==> config.mk <==
export PLATFORM = sky130hd
export DESIGN_NAME = image_header_size_sniffer_unit_flat
export DESIGN_NICKNAME = d
export VERILOG_FILES = /design/src/rtl/ihss_pkg.sv /design/src/rtl/ihss_if.sv /design/src/rtl/ihss_walker.sv /design/src/rtl/ihss_eval.sv /design/src/rtl/image_header_size_sniffer_unit.sv /design/src/flat_wrapper.sv
export SDC_FILE = /design/constraint.sdc
export NUM_CORES = 1
export LEC_CHECK = 0
export BUFFER_PORTS_ARGS = -buffer_cell sky130_fd_sc_hd__buf_2
export CELL_PAD_IN_SITES_DETAIL_PLACEMENT = 1
export CELL_PAD_IN_SITES_GLOBAL_PLACEMENT = 1
export CORE_AREA = 2 2 295 297
export DETAILED_ROUTE_END_ITERATION = 10
export DIE_AREA = 0 0 297 299
export GPL_TIMING_DRIVEN = 1
export PLACE_DENSITY_LB_ADDON = 0.1
export SLEW_MARGIN = 40
export SYNTH_ARGS = -nofsm -noshare
export SYNTH_HDL_FRONTEND = slang
export SYNTH_SLANG_ARGS = --single-unit
==> constraint.sdc <==
create_clock -name i_clk -period 11.3 [get_ports i_clk]
set_input_delay 1.13 -clock i_clk [delete_from_list [all_inputs] [get_ports i_clk]]
set_output_delay 1.13 -clock i_clk [all_outputs]
set_load 0.02 [all_outputs]
==> src/rtl/ihss_pkg.sv <==
// Shared types and constants for the image header size sniffer.
// Used by the stream interfaces' users, the walker, the evaluator and the top level.
`default_nettype none

package ihss_pkg;

    // Header capture: only the first bytes of a file are ever inspected
    localparam int HDR_BYTES      = 30;
    localparam int HDR_IDX_BITS   = $clog2(HDR_BYTES);
    localparam int COUNT_BITS_DEF = 32;

    // Minimum file sizes before a format's header fields may be read
    localparam int MIN_GUESS = 2;
    localparam int MIN_JPEG  = 4;
    localparam int MIN_GIF   = 10;
    localparam int MIN_PNG   = 24;
    localparam int MIN_WEBP  = 30;

    // Result format codes
    localparam logic [2:0] FMT_NONE = 3'd0;
    localparam logic [2:0] FMT_PNG  = 3'd1;
    localparam logic [2:0] FMT_JPEG = 3'd2;
    localparam logic [2:0] FMT_GIF  = 3'd3;
    localparam logic [2:0] FMT_WEBP = 3'd4;

    // Extension guess codes
    localparam logic [1:0] GUESS_JPEG = 2'd0;
    localparam logic [1:0] GUESS_PNG  = 2'd1;
    localparam logic [1:0] GUESS_GIF  = 2'd2;
    localparam logic [1:0] GUESS_WEBP = 2'd3;

    // JPEG marker bytes
    localparam logic [7:0] MK_PREFIX    = 8'hff;
    localparam logic [7:0] MK_SOI       = 8'hd8;
    localparam logic [7:0] MK_RST_FIRST = 8'hd0;
    localparam logic [7:0] MK_EOI       = 8'hd9;
    localparam logic [7:0] MK_SOF_FIRST = 8'hc0;
    localparam logic [7:0] MK_SOF_LAST  = 8'hcf;
    localparam logic [7:0] MK_DHT       = 8'hc4;
    localparam logic [7:0] MK_JPG       = 8'hc8;
    localparam logic [7:0] MK_DAC       = 8'hcc;

    // Signatures and chunk tags
    localparam logic [63:0] PNG_SIG  = 64'h89504e470d0a1a0a;
    localparam logic [47:0] GIF87A   = "GIF87a";
    localparam logic [47:0] GIF89A   = "GIF89a";
    localparam logic [31:0] TAG_RIFF = "RIFF";
    localparam logic [31:0] TAG_WEBP = "WEBP";
    localparam logic [31:0] TAG_VP8X = "VP8X";
    localparam logic [31:0] TAG_VP8  = "VP8 ";
    localparam logic [31:0] TAG_VP8L = "VP8L";
    localparam logic [15:0] VP8_DIM_MASK = 16'h3fff;

    // JPEG segment walker phases
    typedef enum logic [2:0] {
        PH_SCAN,
        PH_MARKER,
        PH_LEN_HI,
        PH_LEN_LO,
        PH_SKIP,
        PH_FRAME,
        PH_DONE,
        PH_STOP
    } t_phase;

    typedef logic [HDR_BYTES-1:0][7:0] t_hdr;

    // Everything the evaluator needs about one finished file
    typedef struct packed {
        t_hdr        hdr;
        logic        ge_guess;
        logic        ge_jpeg;
        logic        ge_gif;
        logic        ge_png;
        logic        ge_webp;
        logic        jpeg_hit;
        logic [15:0] jpeg_w;
        logic [15:0] jpeg_h;
    } t_snap;

endpackage

`default_nettype wire

==> src/rtl/ihss_if.sv <==
// Valid/ready stream interfaces for the image header size sniffer.
// Byte requests in, size results out; no dependencies.
`default_nettype none

interface ihss_byte_if;
    logic       valid;
    logic       ready;
    logic [7:0] data_byte;
    logic       final_byte;

    modport source (output valid, output data_byte, output final_byte, input ready);
    modport sink   (input valid, input data_byte, input final_byte, output ready);
endinterface

interface ihss_size_if;
    logic        valid;
    logic        ready;
    logic        size_found;
    logic [2:0]  image_format;
    logic [30:0] pixel_width;
    logic [30:0] pixel_height;
    logic [1:0]  guessed_format;

    modport source (output valid, output size_found, output image_format,
                    output pixel_width, output pixel_height, output guessed_format,
                    input ready);
    modport sink   (input valid, input size_found, input image_format,
                    input pixel_width, input pixel_height, input guessed_format,
                    output ready);
endinterface

`default_nettype wire

==> src/rtl/ihss_walker.sv <==
// Per-byte state: byte count, header capture and JPEG segment walker.
// Produces the file snapshot on the final byte; depends on ihss_pkg.
`default_nettype none

module ihss_walker
    import ihss_pkg::*;
#(
    parameter int COUNT_BITS = COUNT_BITS_DEF
) (
    input  wire logic       i_clk,
    input  wire logic       i_rst_n,
    input  wire logic       i_take,
    input  wire logic [7:0] i_data_byte,
    input  wire logic       i_final_byte,
    output t_snap           o_snap
);

    logic [COUNT_BITS-1:0] r_count;
    t_hdr                  r_hdr;
    t_phase                r_phase;
    logic [7:0]            r_marker;
    logic [15:0]           r_seg_len;
    logic [15:0]           r_seg_pos;
    logic [15:0]           r_frame_h;
    logic [15:0]           r_frame_w;
    logic [COUNT_BITS:0]   r_needed;
    logic                  r_seen;

    logic [COUNT_BITS-1:0] n_count;
    t_hdr                  n_hdr;
    t_phase                n_phase;
    logic [7:0]            n_marker;
    logic [15:0]           n_seg_len;
    logic [15:0]           n_seg_pos;
    logic [15:0]           n_frame_h;
    logic [15:0]           n_frame_w;
    logic [COUNT_BITS:0]   n_needed;
    logic                  n_seen;

    logic        walk_en;
    logic        hdr_wr;
    logic [15:0] len_full;
    logic [15:0] len_ext;
    logic [15:0] pos_inc;
    logic        marker_sof;
    logic        marker_alone;

    // Saturating byte count; the walker starts at the third byte
    assign n_count = (r_count == '1) ? r_count : r_count + 1'b1;
    assign walk_en = (r_count[COUNT_BITS-1:1] != '0);

    // Capture header bytes at the current position
    assign hdr_wr = i_take && (r_count < COUNT_BITS'(HDR_BYTES));
    always_comb begin
        n_hdr = r_hdr;
        if (hdr_wr) begin
            n_hdr[r_count[HDR_IDX_BITS-1:0]] = i_data_byte;
        end
    end

    // Marker classes
    assign marker_sof = (r_marker >= MK_SOF_FIRST) && (r_marker <= MK_SOF_LAST)
                     && (r_marker != MK_DHT) && (r_marker != MK_JPG) && (r_marker != MK_DAC);
    assign marker_alone = (i_data_byte >= MK_RST_FIRST) && (i_data_byte <= MK_EOI);

    assign len_full = {r_seg_len[15:8], i_data_byte};
    // Frame needs the larger of offset+10 and offset+2+length (idx is offset+3)
    assign len_ext  = (len_full > 16'd8) ? len_full - 16'd1 : 16'd7;
    assign pos_inc  = r_seg_pos + 16'd1;

    // Advance the segment walker
    always_comb begin
        n_phase   = r_phase;
        n_marker  = r_marker;
        n_seg_len = r_seg_len;
        n_seg_pos = r_seg_pos;
        n_frame_h = r_frame_h;
        n_frame_w = r_frame_w;
        n_needed  = r_needed;
        n_seen    = r_seen;
        if (walk_en) begin
            unique case (r_phase)
                PH_SCAN: begin
                    if (i_data_byte == MK_PREFIX) begin
                        n_phase = PH_MARKER;
                    end
                end
                PH_MARKER: begin
                    n_marker = i_data_byte;
                    n_phase  = marker_alone ? PH_SCAN : PH_LEN_HI;
                end
                PH_LEN_HI: begin
                    n_seg_len = {i_data_byte, 8'h00};
                    n_phase   = PH_LEN_LO;
                end
                PH_LEN_LO: begin
                    n_seg_len = len_full;
                    if (len_full < 16'd2) begin
                        n_phase = PH_STOP;
                    end else if (marker_sof) begin
                        if (len_full < 16'd7) begin
                            n_phase = PH_STOP;
                        end else begin
                            n_needed  = {1'b0, r_count} + (COUNT_BITS+1)'(len_ext);
                            n_seg_pos = 16'd0;
                            n_phase   = PH_FRAME;
                        end
                    end else if (len_full == 16'd2) begin
                        n_phase = PH_SCAN;
                    end else begin
                        n_seg_pos = 16'd2;
                        n_phase   = PH_SKIP;
                    end
                end
                PH_SKIP: begin
                    n_seg_pos = pos_inc;
                    if (pos_inc >= r_seg_len) begin
                        n_phase = PH_SCAN;
                    end
                end
                PH_FRAME: begin
                    n_seg_pos = pos_inc;
                    priority if (r_seg_pos == 16'd1) begin
                        n_frame_h = {i_data_byte, 8'h00};
                    end else if (r_seg_pos == 16'd2) begin
                        n_frame_h = {r_frame_h[15:8], i_data_byte};
                    end else if (r_seg_pos == 16'd3) begin
                        n_frame_w = {i_data_byte, 8'h00};
                    end else if (r_seg_pos == 16'd4) begin
                        n_frame_w = {r_frame_w[15:8], i_data_byte};
                        n_seen    = 1'b1;
                        n_phase   = PH_DONE;
                    end else begin
                        n_frame_h = r_frame_h;
                    end
                end
                PH_DONE: begin
                    n_phase = PH_DONE;
                end
                PH_STOP: begin
                    n_phase = PH_STOP;
                end
                default: begin
                    n_phase = PH_STOP;
                end
            endcase
        end
    end

    // Hold header bytes; they are only read below the byte count
    always_ff @(posedge i_clk) begin
        if (i_take) begin
            r_hdr <= n_hdr;
        end
    end

    // Update walker state, drop back to reset after the final byte
    always_ff @(posedge i_clk) begin
        if (!i_rst_n) begin
            r_count   <= '0;
            r_phase   <= PH_SCAN;
            r_marker  <= '0;
            r_seg_len <= '0;
            r_seg_pos <= '0;
            r_frame_h <= '0;
            r_frame_w <= '0;
            r_needed  <= '0;
            r_seen    <= 1'b0;
        end else if (i_take) begin
            if (i_final_byte) begin
                r_count   <= '0;
                r_phase   <= PH_SCAN;
                r_marker  <= '0;
                r_seg_len <= '0;
                r_seg_pos <= '0;
                r_frame_h <= '0;
                r_frame_w <= '0;
                r_needed  <= '0;
                r_seen    <= 1'b0;
            end else begin
                r_count   <= n_count;
                r_phase   <= n_phase;
                r_marker  <= n_marker;
                r_seg_len <= n_seg_len;
                r_seg_pos <= n_seg_pos;
                r_frame_h <= n_frame_h;
                r_frame_w <= n_frame_w;
                r_needed  <= n_needed;
                r_seen    <= n_seen;
            end
        end
    end

    // Snapshot of the file as it stands after this byte
    always_comb begin
        o_snap.hdr      = n_hdr;
        o_snap.ge_guess = (r_count >= COUNT_BITS'(MIN_GUESS - 1));
        o_snap.ge_jpeg  = (r_count >= COUNT_BITS'(MIN_JPEG - 1));
        o_snap.ge_gif   = (r_count >= COUNT_BITS'(MIN_GIF - 1));
        o_snap.ge_png   = (r_count >= COUNT_BITS'(MIN_PNG - 1));
        o_snap.ge_webp  = (r_count >= COUNT_BITS'(MIN_WEBP - 1));
        // The frame length is fixed before the frame is seen, so r_needed is current
        o_snap.jpeg_hit = n_seen && ({1'b0, n_count} >= r_needed)
                       && (n_frame_w != 16'd0) && (n_frame_h != 16'd0);
        o_snap.jpeg_w   = n_frame_w;
        o_snap.jpeg_h   = n_frame_h;
    end

endmodule

`default_nettype wire

==> src/rtl/ihss_eval.sv <==
// Snapshot register, format decision and output result register.
// Drives the result stream; depends on ihss_pkg and ihss_if.
`default_nettype none

module ihss_eval
    import ihss_pkg::*;
(
    input  wire logic    i_clk,
    input  wire logic    i_rst_n,
    input  wire logic    i_load,
    input  wire t_snap   i_snap,
    output logic         o_can_load,
    ihss_size_if.source  o_out
);

    logic        r_snap_valid;
    t_snap       r_snap;
    logic        r_out_valid;
    logic        r_found;
    logic [2:0]  r_format;
    logic [30:0] r_width;
    logic [30:0] r_height;
    logic [1:0]  r_guess;

    logic        n_found;
    logic [2:0]  n_format;
    logic [30:0] n_width;
    logic [30:0] n_height;
    logic [1:0]  n_guess;

    logic        advance;
    t_hdr        h;
    logic [31:0] png_w;
    logic [31:0] png_h;
    logic        png_ok;
    logic        jpeg_soi;
    logic        jpeg_ok;
    logic [47:0] gif_sig;
    logic [15:0] gif_w;
    logic [15:0] gif_h;
    logic        gif_ok;
    logic        riff_ok;
    logic [31:0] chunk;
    logic        is_vp8x;
    logic        is_vp8;
    logic        is_vp8l;
    logic [24:0] vp8x_w;
    logic [24:0] vp8x_h;
    logic [15:0] vp8_w;
    logic [15:0] vp8_h;
    logic [31:0] vp8l_bits;
    logic [14:0] vp8l_w;
    logic [14:0] vp8l_h;
    logic        webp_ok;
    logic [24:0] webp_w;
    logic [24:0] webp_h;

    // Move the snapshot out when the result register is free
    assign advance    = !r_out_valid || o_out.ready;
    assign o_can_load = !r_snap_valid || advance;

    assign h = r_snap.hdr;

    // PNG: signature and big-endian 31-bit dimensions
    assign png_w  = {h[16], h[17], h[18], h[19]};
    assign png_h  = {h[20], h[21], h[22], h[23]};
    assign png_ok = r_snap.ge_png
                 && ({h[0], h[1], h[2], h[3], h[4], h[5], h[6], h[7]} == PNG_SIG)
                 && (png_w != 32'd0) && (png_h != 32'd0) && !png_w[31] && !png_h[31];

    // JPEG: start-of-image plus a frame captured by the walker
    assign jpeg_soi = (h[0] == MK_PREFIX) && (h[1] == MK_SOI);
    assign jpeg_ok  = r_snap.ge_jpeg && jpeg_soi && r_snap.jpeg_hit;

    // GIF: either version tag, little-endian 16-bit dimensions
    assign gif_sig = {h[0], h[1], h[2], h[3], h[4], h[5]};
    assign gif_w   = {h[7], h[6]};
    assign gif_h   = {h[9], h[8]};
    assign gif_ok  = r_snap.ge_gif && ((gif_sig == GIF87A) || (gif_sig == GIF89A))
                  && (gif_w != 16'd0) && (gif_h != 16'd0);

    // WebP: container check, then one of the three chunk kinds
    assign riff_ok = r_snap.ge_webp && ({h[0], h[1], h[2], h[3]} == TAG_RIFF)
                  && ({h[8], h[9], h[10], h[11]} == TAG_WEBP);
    assign chunk   = {h[12], h[13], h[14], h[15]};
    assign is_vp8x = (chunk == TAG_VP8X);
    assign is_vp8  = (chunk == TAG_VP8);
    assign is_vp8l = (chunk == TAG_VP8L);

    assign vp8x_w    = {1'b0, h[26], h[25], h[24]} + 25'd1;
    assign vp8x_h    = {1'b0, h[29], h[28], h[27]} + 25'd1;
    assign vp8_w     = {h[27], h[26]} & VP8_DIM_MASK;
    assign vp8_h     = {h[29], h[28]} & VP8_DIM_MASK;
    assign vp8l_bits = {h[24], h[23], h[22], h[21]};
    assign vp8l_w    = {1'b0, vp8l_bits[13:0]} + 15'd1;
    assign vp8l_h    = {1'b0, vp8l_bits[27:14]} + 15'd1;

    assign webp_ok = riff_ok
                  && (is_vp8x || (is_vp8 && (vp8_w != 16'd0) && (vp8_h != 16'd0)) || is_vp8l);

    always_comb begin
        priority if (is_vp8x) begin
            webp_w = vp8x_w;
            webp_h = vp8x_h;
        end else if (is_vp8) begin
            webp_w = 25'(vp8_w);
            webp_h = 25'(vp8_h);
        end else begin
            webp_w = 25'(vp8l_w);
            webp_h = 25'(vp8l_h);
        end
    end

    // Pick the size by format priority
    always_comb begin
        priority if (png_ok) begin
            n_format = FMT_PNG;
            n_width  = png_w[30:0];
            n_height = png_h[30:0];
        end else if (jpeg_ok) begin
            n_format = FMT_JPEG;
            n_width  = 31'(r_snap.jpeg_w);
            n_height = 31'(r_snap.jpeg_h);
        end else if (gif_ok) begin
            n_format = FMT_GIF;
            n_width  = 31'(gif_w);
            n_height = 31'(gif_h);
        end else if (webp_ok) begin
            n_format = FMT_WEBP;
            n_width  = 31'(webp_w);
            n_height = 31'(webp_h);
        end else begin
            n_format = FMT_NONE;
            n_width  = '0;
            n_height = '0;
        end
        n_found = (n_format != FMT_NONE);
    end

    // Extension guess, PNG when nothing fits
    always_comb begin
        priority if (r_snap.ge_guess && jpeg_soi) begin
            n_guess = GUESS_JPEG;
        end else if (png_ok) begin
            n_guess = GUESS_PNG;
        end else if (gif_ok) begin
            n_guess = GUESS_GIF;
        end else if (webp_ok) begin
            n_guess = GUESS_WEBP;
        end else begin
            n_guess = GUESS_PNG;
        end
    end

    // Valid flags for the snapshot and result stages
    always_ff @(posedge i_clk) begin
        if (!i_rst_n) begin
            r_snap_valid <= 1'b0;
            r_out_valid  <= 1'b0;
        end else begin
            if (o_can_load) begin
                r_snap_valid <= i_load;
            end
            if (advance) begin
                r_out_valid <= r_snap_valid;
            end
        end
    end

    // Payload registers
    always_ff @(posedge i_clk) begin
        if (o_can_load && i_load) begin
            r_snap <= i_snap;
        end
        if (advance && r_snap_valid) begin
            r_found  <= n_found;
            r_format <= n_format;
            r_width  <= n_width;
            r_height <= n_height;
            r_guess  <= n_guess;
        end
    end

    assign o_out.valid          = r_out_valid;
    assign o_out.size_found     = r_found;
    assign o_out.image_format   = r_format;
    assign o_out.pixel_width    = r_width;
    assign o_out.pixel_height   = r_height;
    assign o_out.guessed_format = r_guess;

endmodule

`default_nettype wire

==> src/rtl/image_header_size_sniffer_unit.sv <==
// Image header size sniffer. Bytes of one image file stream in on i_in, one request per
// byte, the last one flagged by final_byte; one size result per file leaves on o_out.
// The block takes one byte every cycle while i_in.ready is high. The snapshot register
// loads at the edge that accepts a file's final byte, and the result register takes the
// decision over from it as soon as o_out is free; files of any length, down to a
// single byte, may follow one another without gaps. i_in.ready drops only while both
// the snapshot and the result register hold results and o_out is stalled. After reset
// the block is ready at once; no memory needs clearing.
// Depends on ihss_pkg, ihss_if, ihss_walker and ihss_eval.
`default_nettype none

module image_header_size_sniffer_unit
    import ihss_pkg::*;
#(
    parameter int COUNT_BITS = COUNT_BITS_DEF
) (
    input  wire logic   i_clk,
    input  wire logic   i_rst_n,
    ihss_byte_if.sink   i_in,
    ihss_size_if.source o_out
);

    logic  take;
    logic  can_load;
    t_snap snap;

    // Accept a byte whenever the snapshot stage has room
    assign i_in.ready = can_load;
    assign take       = i_in.valid && can_load;

    ihss_walker #(
        .COUNT_BITS (COUNT_BITS)
    ) u_walker (
        .i_clk        (i_clk),
        .i_rst_n      (i_rst_n),
        .i_take       (take),
        .i_data_byte  (i_in.data_byte),
        .i_final_byte (i_in.final_byte),
        .o_snap       (snap)
    );

    ihss_eval u_eval (
        .i_clk      (i_clk),
        .i_rst_n    (i_rst_n),
        .i_load     (take && i_in.final_byte),
        .i_snap     (snap),
        .o_can_load (can_load),
        .o_out      (o_out)
    );

endmodule

`default_nettype wire

==> src/flat_wrapper.sv <==
// flat-port wrapper written by rule: the top's interface ports become plain ports
module image_header_size_sniffer_unit_flat import ihss_pkg::*;
#(
    parameter int COUNT_BITS = COUNT_BITS_DEF
)
  (i_clk, i_rst_n, i_in_valid, i_in_data_byte, i_in_final_byte, i_in_ready, o_out_valid, o_out_size_found, o_out_image_format, o_out_pixel_width, o_out_pixel_height, o_out_guessed_format, o_out_ready);
  ihss_byte_if i_in_i ();
  ihss_size_if o_out_i ();
  input  wire logic i_clk;
  input  wire logic i_rst_n;
  input wire logic [$bits(i_in_i.valid)-1:0] i_in_valid;
  input wire logic [$bits(i_in_i.data_byte)-1:0] i_in_data_byte;
  input wire logic [$bits(i_in_i.final_byte)-1:0] i_in_final_byte;
  output wire logic [$bits(i_in_i.ready)-1:0] i_in_ready;
  output wire logic [$bits(o_out_i.valid)-1:0] o_out_valid;
  output wire logic [$bits(o_out_i.size_found)-1:0] o_out_size_found;
  output wire logic [$bits(o_out_i.image_format)-1:0] o_out_image_format;
  output wire logic [$bits(o_out_i.pixel_width)-1:0] o_out_pixel_width;
  output wire logic [$bits(o_out_i.pixel_height)-1:0] o_out_pixel_height;
  output wire logic [$bits(o_out_i.guessed_format)-1:0] o_out_guessed_format;
  input wire logic [$bits(o_out_i.ready)-1:0] o_out_ready;
  assign i_in_i.valid = i_in_valid;
  assign i_in_i.data_byte = i_in_data_byte;
  assign i_in_i.final_byte = i_in_final_byte;
  assign i_in_ready = i_in_i.ready;
  assign o_out_valid = o_out_i.valid;
  assign o_out_size_found = o_out_i.size_found;
  assign o_out_image_format = o_out_i.image_format;
  assign o_out_pixel_width = o_out_i.pixel_width;
  assign o_out_pixel_height = o_out_i.pixel_height;
  assign o_out_guessed_format = o_out_i.guessed_format;
  assign o_out_i.ready = o_out_ready;
  image_header_size_sniffer_unit #(.COUNT_BITS(COUNT_BITS)) u_core (.i_clk(i_clk), .i_rst_n(i_rst_n), .i_in(i_in_i), .o_out(o_out_i));
endmodule
==> results of run 1 <==
-- cell type report --
cell class	instances	area [sq um]	area share
Tap cell	1155	1445	0.03736
Multi-Input combinational cell	1859	12870	0.3328
Antenna cell	2	5.005	0.0001294
Inverter	85	334.1	0.008637
Clock buffer	117	2380	0.06152
Sequential cell	729	20460	0.5289
Timing Repair Buffer	123	784.5	0.02028
Clock inverter	41	399.1	0.01032
-- layer usage --
| layer | track usage | up-vias |
|---|---|---|
| li1 | - | 10750 |
| met1 | 0.3129 | 12020 |
| met2 | 0.3748 | 523 |
| met3 | 0.03511 | 150 |
| met4 | 0.06686 | 0 |
| met5 | 0 | - |
-- stage by stage --
stage	worst slack [ns]	area, sq um	util	total power, mW
final	5.894	38680	0.4501	6.063
after global routing	5.515	38680	0.4500	6.260
after CTS	5.793	38660	0.4498	6.138
after global placement	5.074	35740	0.4159	3.383
after floorplan	1.837	34100	-	3.293
after detailed placement	5.126	35880	0.4175	3.399
-- power by group through the flow --
stage / Combinational [mW] / Clock, mW / Sequential [mW]
detailed placement: 0.277 / 0 / 3.12
global route: 0.299 / 2.88 / 3.08
global placement: 0.264 / 0 / 3.12
CTS: 0.278 / 2.79 / 3.07
floorplan: 0.170 / 0 / 3.12
finish: 0.273 / 2.72 / 3.07
-- cells by family (layout without fill, tap and decap cells) --
| logic type | Yosys count | in the layout | share of synthesized area |
|---|---|---|---|
| compound gates | 514 | 514 | 0.09649 |
| xor+xnor | 150 | 150 | 0.03852 |
| fa+ha+maj | 84 | 84 | 0.03104 |
| buf+inv | 234 | 366 | 0.02583 |
| flops | 729 | 729 | 0.5999 |
| mux | 228 | 228 | 0.07492 |
| other cells | 0 | 2 | 0 |
| simple gates | 883 | 883 | 0.1333 |
-- sequential cells by signal (all words and copies together), names as in the netlist, 3 cells and up --
signal,cells
u_core.u_eval.chunk,32
u_core.u_eval.gif_sig,48
u_core.u_walker.r_hdr,240
u_core.u_walker.r_needed,33
u_core.u_eval.o_out.image_format,3
u_core.u_walker.r_frame_h,16
u_core.u_eval.gif_h,16
u_core.u_eval.o_out.pixel_width,31
u_core.u_walker.r_marker,8
u_core.u_walker.r_count,32
u_core.u_walker.r_seg_len,16
u_core.u_walker.r_seg_pos,16
u_core.u_walker.r_frame_w,16
u_core.u_eval.o_out.pixel_height,31
u_core.u_eval.gif_w,16
u_core.u_eval.h,128
u_core.u_walker.r_phase,3
u_core.u_eval.r_snap,38
-- worst max path at each step --
stage / cells after the start / to / start
after floorplan: 6 / u_core.u_walker.r_frame_w[0] / o_out_ready
after global placement: 16 / u_core.u_walker.r_needed[17] / i_in_data_byte[0]
after detailed placement: 17 / u_core.u_walker.r_needed[20] / i_in_data_byte[0]
after CTS: 17 / u_core.u_walker.r_needed[20] / i_in_data_byte[0]
after global routing: 16 / u_core.u_walker.r_needed[17] / i_in_data_byte[1]
final: 16 / u_core.u_walker.r_needed[29] / i_in_data_byte[1]
-- cell usage after synthesis, drive strengths merged, types with 51 or more instances --
| cell | number | share of area |
|---|---|---|
| a21oi | 138 | 0.020 |
| clkbuf | 142 | 0.016 |
| dfxtp | 143 | 0.084 |
| edfxtp | 586 | 0.52 |
| ha | 83 | 0.030 |
| inv | 83 | 0.0091 |
| mux2 | 218 | 0.072 |
| nand2 | 213 | 0.023 |
| nand3 | 76 | 0.011 |
| nor2 | 202 | 0.023 |
| nor3 | 51 | 0.0075 |
| nor4 | 63 | 0.012 |
| o21ai | 158 | 0.023 |
| xnor2 | 92 | 0.024 |
| xor2 | 58 | 0.015 |
-- worst register-to-register path: cells and delay by family, from the launching register on --
family / cells / cell delay (ns)
XOR/XNOR: 1 / 0.12
flip-flops: 1 / 0.60
AND/OR/NAND/NOR: 6 / 2.11
AO/OA/AOI/OAI: 7 / 1.24
adder cells (fa/ha/maj): 2 / 0.68
==> results.ini, run 1 <==
[pwr]
vdd_ir_drop_max_mv=0.1066
switching_share_of_total_power=0.2259
clock_power_share=0.449
total_leakage_power_nw=13.54
p_seq_frac=0.506
power_density_mw_per_mm2=156.7
internal_power_mw=4.693
total_switching_power_mw=1.370
combPwrFrac=0.045

[clocking]
tritoncts=yes
cts-root-to-sink-buffers=3
post_cts.resized_instances=0
cts_post_setup_buffers_inserted=0
hold_bufs_at_cts=0
cts.sinks=729
buffer_cell_driving_the_clock_tree_root=clkbuf_16
h-tree-depth=3
clock_latency_ns=0.64
clk_pin_slew_worst_paths_ns=0.06
number_of_clock_buffers_inserted_by_tritoncts=85

[setup_path]
worstPathMaxFanout=30
worst_r2r_endpoint=u_core.u_eval.r_snap[32]
timing.setup.critical_path_class=in -> reg
critPathRequiredTime_ns=11.79
timing.critical_path.buf_inv=3
timing.critical_path.cells=buf_2 > buf_4 > clkinv_1 > ha_1 > nor3b_1 > nand2_1 > xor2_1 > nor2_1 > ha_1 > a2111oi_0 > o21ai_0 > and3_1 > a211oi_2 > nor4_1 > xnor2_1 > o21ai_0
timing.reg2reg.setup_slack_ns=6.32
crit_path_end_kind=register
crit_slowest_cell=clkinv_1
worstRegToRegCells=16
setup.worst_path.start_class=primary input
timing.critical_path.slowest_cell_delay_ns=0.78
delay_heaviest_family_cp=compound AO/OA/AOI/OAI gates
r2r_startpoint=u_core.u_walker.r_count[1]
critical_path_arrival_ns=5.90

[timing]
totalNegativeSetupSlack_ns=0
timing_max_transition_violations_final=0
worst_pin_slew_ns=0.8881
worst_hold_slack_ns=0.4554
finalClockSkew_ns=0.02418
final-hold-violation-count=0
max_clock_freq_mhz=185.0
final.min_clock_period_ns=5.406
post-route-period-util=0.4784
final-setup-viol-count=0
grt_setup_unrepaired=false
slew_headroom=0.4079

[synth]
synthesis.instances=2822
synthArstFlopShare=0
number_of_warnings_issued_by_yosys=0
synth-main-ff-cell=edfxtp_1
post_synth_instance_area_sq_mm=0.03410
synthesis.area_per_instance_sq_um=12.09
synthesis.nets=2919
flops_latches_synth=729
ys_seq_area_frac=0.5999
synthDistinctLibCells=72
count_of_flip_flops_with_a_built_in_enable_after_synthesis=586

[detailed_routing]
drtIter0Drc=1697
maxUsedRoutingLayer=met4
antenna_violating_nets_post_route=0
drt-vias-per-instance=5.701
detail_route.wirelength_um=102000
wl_per_cell_um=24.80
routedLengthMet1_um=46890
met3RoutedLength_um=4211
drt-pass1-iter-count=7
length_of_routed_met2_wiring_um=47970
vias=23440
route.detailed.drc=0

[final_layout]
final-instance-count-excl-fill=4111
layout_common_cells=edfxtp_1 (586), nand2_1 (212), mux2_2 (212)
fillCellCount=9021
drive_above_1_share=0.1750
area_delta_synth_final_pct=13.42
layout.cells.most_common=edfxtp_1
num-nets-final=2980

[die]
design.die.area_sq_mm=0.08880
core_area_sq_mm=0.08594
floorplan.initialDensity=0.3968
die_x_um=297
height_of_the_die_um=299
floorplan.rows=108
io-pin-count=83

[place]
portBuffers=82
gp_congestion=0.8719
hpwlAfterDp_um=67990
dp_cell_count=3951

[hold_path]
hp-start=u_core.u_walker.r_seg_len[6]
timing.hold.worst_endpoint=u_core.u_walker.r_seg_len[6]
whs_path_depth=2
min_path_type=reg -> reg

[global_route]
gr-total-overflow=0
first_global_vias=24460
grt_first_pass_wirelength_um=155400
grt_start_max_net_pins=93
antenna_found_initial=1
track_usage=0.2281

[flow_run]
cap_violations=0

[run_status]
run_status=completed

Note: power is estimated with default switching activity, not from simulation.
==> inputs of run 2 (changes only) <==
- clock period: 11.3 -> 4.72 ns (I/O delays scaled with it)
==> results.ini, run 2 (synthesis gave the netlist of run 1 again) <==
[run_status]
run_status=completed

[setup_path]
critical_path_arrival_ns=4.72  ; -1.18 ns
worstRegToRegCells=14  ; -2
timing.reg2reg.setup_slack_ns=0.34  ; -5.98 ns
worst_r2r_endpoint=u_core.u_eval.r_snap[32]
crit_path_end_kind=register
timing.setup.critical_path_class=reg -> reg
r2r_startpoint=u_core.u_walker.r_count[11]
critPathRequiredTime_ns=5.07  ; -6.72 ns
setup.worst_path.start_class=register
worstPathMaxFanout=9  ; -70%

[detailed_routing]
drt-pass1-iter-count=7  ; unchanged
drt-vias-per-instance=5.727  ; +0.45%
detail_route.wirelength_um=104400  ; +2.4%
wl_per_cell_um=25.25  ; +1.8%
antenna_violating_nets_post_route=0  ; unchanged
drtIter0Drc=2034  ; +20%
vias=23670  ; +1.0%
route.detailed.drc=0  ; unchanged

[clocking]
clock_latency_ns=0.65  ; about the same
tritoncts=yes
clk_pin_slew_worst_paths_ns=0.05  ; about the same
cts.sinks=729  ; unchanged
cts-root-to-sink-buffers=3  ; unchanged
h-tree-depth=3  ; unchanged
number_of_clock_buffers_inserted_by_tritoncts=85  ; unchanged
hold_bufs_at_cts=0  ; unchanged
buffer_cell_driving_the_clock_tree_root=clkbuf_16

[pwr]
total_leakage_power_nw=13.66  ; +0.91%
total_power_mw=14.58  ; +140%
vdd_ir_drop_max_mv=0.2918  ; +170%
power_density_mw_per_mm2=374.9  ; +140%

[place]
placement.setup.worst_slack_ns=0.4093  ; -4.717 ns
gp_congestion=0.8739  ; +0.23%
dp_cell_count=3974  ; +0.58%
portBuffers=82  ; unchanged
hpwlAfterDp_um=69710  ; +2.5%

[timing]
slew_headroom=0.4121  ; +0.004144
post-route-period-util=0.9269
max_clock_freq_mhz=228.6
final.min_clock_period_ns=4.375
timing_max_transition_violations_final=0  ; unchanged
finalClockSkew_ns=0.02504  ; +0.0008566 ns
totalNegativeSetupSlack_ns=0  ; unchanged
final-hold-violation-count=0  ; unchanged
grt_setup_unrepaired=false
fin_ws_ns=0.3450  ; -5.549 ns
final-setup-viol-count=0  ; unchanged
worst_pin_slew_ns=0.8819  ; -0.006216 ns

[die]
core_area_sq_mm=0.08594  ; unchanged
floorplan.rows=108  ; unchanged
floorplan.initialDensity=0.3968  ; unchanged
die_x_um=297  ; unchanged
io-pin-count=83  ; unchanged
height_of_the_die_um=299  ; unchanged
design.die.area_sq_mm=0.08880  ; unchanged

[global_route]
first_global_vias=24580  ; +0.50%
grt_start_max_net_pins=80  ; -14%
gr-total-overflow=0  ; unchanged
grt_first_pass_wirelength_um=157600  ; +1.4%
antenna_found_initial=2  ; +1
track_usage=0.2322  ; +0.004131

[final_layout]
layout.cells.most_common=edfxtp_1
fillCellCount=9034  ; +0.14%
fin_util=0.4525  ; +0.002402
largest_reg_flops=240  ; unchanged
registers.top_by_ff_count=u_core.u_walker.r_hdr
num-nets-final=3004  ; +0.81%
final-instance-count-excl-fill=4134  ; +0.56%
drive_above_1_share=0.1780  ; +0.002955
layout_common_cells=edfxtp_1 (586), mux2_2 (212), nand2_1 (211)
area_delta_synth_final_pct=14.03

[hold_path]
timing.hold.worst_endpoint=u_core.u_walker.r_seg_len[10]
hp-start=i_in_data_byte[2]
min_path_type=in -> reg
whs_path_depth=3  ; +1

[flow_run]
cap_violations=0  ; unchanged

run 2: cell count changes in the layout (fill, tap and decap cells not counted), sizes merged:
| cell | delta |
|---|---|
| clkinv | +12 |
| bufinv | +2 |
| inv | -3 |
| clkbuf | -10 |
| diode | -1 |
| buf | +23 |
run 2: area by class of cell:
cell class	count	area, sq um	area share
flip-flops and latches	729	20460	0.5261
multi-input cells	1859	12860	0.3307
clock buffers	106	2290	0.05888
well taps	1155	1445	0.03716
repair buffers	147	998.5	0.02568
clock inverters	52	498.0	0.01281
inverters	85	335.3	0.008623
diodes	1	2.502	0.00006435
run 2: worst max-delay path, stage by stage, from the launching register on:
cell      delay [ns]
dfxtp_1         0.56
nand3_1         0.21
nor3_1          0.53
nand4_1         0.61
nor2_1          0.42
nand2_1         0.15
xnor2_1         0.16
ha_1            0.31
a21o_1          0.17
a21o_1          0.18
a21oi_1         0.16
o21bai_1        0.09
a221oi_1        0.29
o31a_1          0.19
a211oi_1        0.05
run 2: how the worst max path moves through the flow:
| stage | from | endpoint |
|---|---|---|
| 3_3_place_gp | u_core.u_walker.r_count[16] | u_core.u_eval.r_snap[32] |
| 6_report | u_core.u_walker.r_count[11] | u_core.u_eval.r_snap[32] |
| 3_5_place_dp | u_core.u_walker.r_count[16] | u_core.u_eval.r_snap[32] |
| 2_1_floorplan | o_out_ready | u_core.u_walker.r_needed[12] |
| 5_1_grt | u_core.u_walker.r_count[16] | u_core.u_eval.r_snap[32] |
| 4_1_cts | u_core.u_walker.r_count[16] | u_core.u_eval.r_snap[32] |
run 2: what timing repair did:
item | 4_1_cts | 5_1_grt
setup endpoints to repair | 0 | 1
buffers inserted | 0 | 0
hold endpoints to repair | 0 | 0
gates resized for setup | 0 | 1
run 2: power by group:
part	switching (mW)	internal, mW	total, mW
sequential	0.128	7.22	7.34
combinational	0.471	0.204	0.675
clock	2.72	3.84	6.56
total	3.32	11.3	14.6
run 2: per-layer routing:
metal / vias up / part of all wire / global-route usage
li1: 10790 / - / -
met1: 12150 / 0.45 / 0.3171
met2: 570 / 0.47 / 0.3797
met3: 167 / 0.046 / 0.03315
met4: 0 / 0.032 / 0.07985
met5: - / 0 / 0
run 2: stage by stage:
step | cell area (sq um) | hold WS (ns)
floorplan | 34140 | 0.4250
global placement | 36010 | 0.4365
detailed placement | 36080 | 0.4471
CTS | 38870 | 0.1546
global route | 38880 | 0.1769
finish | 38890 | 0.1936
==> inputs of run 3 (changes only) <==
- CORE_AREA: 2 2 295 297 -> 4 4 301 303
- DIE_AREA: 0 0 297 299 -> 0 0 305 307
- SYNTH_HIERARCHICAL: unset -> 1
==> results.ini, run 3 <==
[run_status]
run_status=completed

[pwr]
power_density_mw_per_mm2=372.4  ; -0.69%
vdd_ir_drop_max_mv=0.2463  ; -16%
total_leakage_power_nw=14.02  ; +2.6%
total_power_mw=14.80  ; +1.5%

[final_layout]
fin_util=0.4517  ; -0.0007350
layout.cells.most_common=edfxtp_1
drive_above_1_share=0.1669  ; -0.01108
largest_reg_flops=240  ; unchanged
area_delta_synth_final_pct=14.04  ; about the same
num-nets-final=3023  ; +0.63%
layout_common_cells=edfxtp_1 (586), nor2_1 (215), nand2_1 (177)
post-route-cell-area_sq_mm=0.03974  ; +2.2%
registers.top_by_ff_count=u_core/u_walker/r_hdr
diodes=0  ; -1
final-instance-count-excl-fill=4161  ; +0.65%

[hold_path]
min_path_type=in -> reg
hp-start=o_out_ready
whs_path_depth=3  ; unchanged
timing.hold.worst_endpoint=u_core/u_eval/o_out.valid

[setup_path]
critPathRequiredTime_ns=5.09  ; +0.02 ns
crit_path_end_kind=register
timing.reg2reg.setup_slack_ns=0.27  ; -0.07 ns
setup.worst_path.start_class=register
worstRegToRegCells=13  ; -1
worst_r2r_endpoint=u_core/u_eval/r_snap[32]
worstPathMaxFanout=10  ; +1
critical_path_arrival_ns=4.82  ; +0.10 ns
r2r_startpoint=u_core/u_walker/r_count[18]
timing.setup.critical_path_class=reg -> reg

[global_route]
track_usage=0.2299  ; -0.002281
first_global_vias=25300  ; +2.9%
antenna_found_initial=2  ; unchanged
gr-total-overflow=0  ; unchanged
grt_first_pass_wirelength_um=165000  ; +4.7%
grt_start_max_net_pins=83  ; +3.8%

[clocking]
number_of_clock_buffers_inserted_by_tritoncts=85  ; unchanged
cts.sinks=729  ; unchanged
cts-root-to-sink-buffers=3  ; unchanged
h-tree-depth=3  ; unchanged
clock_latency_ns=0.65  ; about the same
clk_pin_slew_worst_paths_ns=0.06  ; about the same
tritoncts=yes
buffer_cell_driving_the_clock_tree_root=clkbuf_16

[detailed_routing]
detail_route.wirelength_um=109400  ; +4.8%
wl_per_cell_um=26.30  ; +4.1%
vias=24260  ; +2.5%
drtIter0Drc=1853  ; -8.9%
route.detailed.drc=0  ; unchanged
drt-pass1-iter-count=7  ; unchanged
antenna_violating_nets_post_route=0  ; unchanged
drt-vias-per-instance=5.830  ; +1.8%

[timing]
worst_hold_slack_ns=0.2207  ; +0.02717 ns
timing_max_transition_violations_final=0  ; unchanged
grt_setup_unrepaired=false
final-setup-viol-count=0  ; unchanged
final-hold-violation-count=0  ; unchanged
max_clock_freq_mhz=224.8  ; -1.7%
finalClockSkew_ns=0.02459  ; -0.0004441 ns
fin_ws_ns=0.2715  ; -0.07353 ns
final.min_clock_period_ns=4.449  ; +0.07353 ns
post-route-period-util=0.9425  ; +0.01558
slew_headroom=0.4253  ; +0.01322
totalNegativeSetupSlack_ns=0  ; unchanged
worst_pin_slew_ns=0.8599  ; -0.02200 ns

[synth]
synth-main-ff-cell=edfxtp_1
post_synth_instance_area_sq_mm=0.03485  ; +2.2%
synthesis.instances=2827  ; +0.18%
post-synth-top-area-cell=edfxtp_1
number_of_warnings_issued_by_yosys=6  ; +6
synthesis.area_per_instance_sq_um=12.33  ; +2.0%
flops_latches_synth=729  ; unchanged
yosys-top-cells-area=edfxtp_1 (50%), dfxtp_1 (8.2%), mux2_2 (4.3%), mux2_1 (4.2%), ha_1 (3.0%)
synthesis.nets=2924  ; +0.17%
synthArstFlopShare=0  ; unchanged
netlist_top_cells_count=edfxtp_1 (586), nor2_1 (217), nand2_1 (177)
proportion_of_netlist_area_held_by_the_largest_area_contributor=0.5050  ; -0.01099
synthDistinctLibCells=89  ; +24%
ys_seq_area_frac=0.5871  ; -0.01277
count_of_flip_flops_with_a_built_in_enable_after_synthesis=586  ; unchanged
synth_most_common_cell=edfxtp_1

[place]
gp_congestion=0.8770  ; +0.35%
portBuffers=82  ; unchanged
placement.setup.worst_slack_ns=0.1661  ; -0.2433 ns
dp_cell_count=4002  ; +0.70%
hpwlAfterDp_um=74710  ; +7.2%
dpl_cell_area_sq_mm=0.03681  ; +2.0%

[die]
design.die.area_sq_mm=0.09364  ; +5.4%
floorplan.initialDensity=0.3961  ; -0.0006922
die_x_um=305  ; +2.7%
floorplan.rows=109  ; +0.93%
io-pin-count=83  ; unchanged
height_of_the_die_um=307  ; +2.7%
core_area_sq_mm=0.08797  ; +2.4%

[flow_run]
cap_violations=0  ; unchanged

-- run 3: changes by cell type after synthesis, moves of 17 or more --
cell,delta
a21oi_1,-43
buf_2,+17
a211oi_1,-17
a22o_1,-17
nand2_1,-36
mux2_1,+124
nor3_1,+17
nor2_1,+28
inv_1,+18
xnor2_1,-20
nor2b_1,-35
clkbuf_1,-17
mux2_2,-80
o21ai_0,-53
-- run 3: layout make-up --
cell class | instances | area (sq um)
flip-flops and latches | 729 | 20460
clock inverters | 57 | 613.1
well taps | 1165 | 1458
inverters | 101 | 379.1
fillers | 9117 | 48230
repair buffers | 168 | 1135
clock buffers | 100 | 2266
multi-input cells | 1841 | 13430
-- run 3: worst max path at each step --
stage / start / endpoint / slack (ns) / depth (start not counted)
4_1_cts: u_core/u_walker/r_count[21] / u_core/u_eval/r_snap[32] / 0.14 / 13
6_report: u_core/u_walker/r_count[18] / u_core/u_eval/r_snap[32] / 0.27 / 13
3_3_place_gp: u_core/u_walker/r_count[1] / u_core/u_eval/r_snap[32] / 0.27 / 13
2_1_floorplan: u_core/u_eval/o_out.valid / u_core/u_walker/r_seg_len[10] / 0.33 / 9
3_5_place_dp: u_core/u_walker/r_count[21] / u_core/u_eval/r_snap[32] / 0.17 / 13
5_1_grt: u_core/u_walker/r_count[1] / u_core/u_eval/r_snap[32] / 0.03 / 13
-- run 3: metal layers --
metal / global-route usage / share of wire / wire, um / vias to the layer above
li1: - / - / - / 10960
met1: 0.3096 / 0.45 / 48710 / 12470
met2: 0.3905 / 0.48 / 52880 / 649
met3: 0.03023 / 0.043 / 4704 / 179
met4: 0.06747 / 0.029 / 3127 / 0
met5: 0 / 0 / 0 / -
-- run 3: critical path, cell delays in order, from the launching register on --
cell and delay (ns):
dfxtp_1 0.57, nand4_1 0.28, or4_1 0.75, o41ai_4 0.53, nor2_1 0.22, nand3_1 0.17, xnor2_1 0.13, ha_1 0.24
nand2_1 0.08, o21ai_0 0.12, a221oi_1 0.52, o21ai_0 0.17, a21oi_1 0.29, nor4_1 0.10
-- run 3: cell families (layout without fill, tap and decap cells) --
logic type / Yosys count / after routing / synth area share
simple gates: 885 / 885 / 0.1374
fa+ha+maj: 84 / 84 / 0.03038
xor+xnor: 131 / 131 / 0.03293
mux: 285 / 285 / 0.09127
buf+inv: 257 / 426 / 0.02934
flops: 729 / 729 / 0.5871
compound gates: 456 / 456 / 0.09153
-- run 3: power breakdown --
part           internal, mW  switching (mW)  total (mW)
sequential             7.22           0.131        7.35
combinational         0.203           0.476       0.679
clock                  4.01            2.76        6.77
-- run 3: what timing repair did --
action | 4_1_cts | 5_1_grt
setup buffers | 0 | 2
setup endpoints to repair | 0 | 1
gates resized for setup | 0 | 4
endpoints found under the hold margin | 0 | 0
hold buffers | 0 | 0
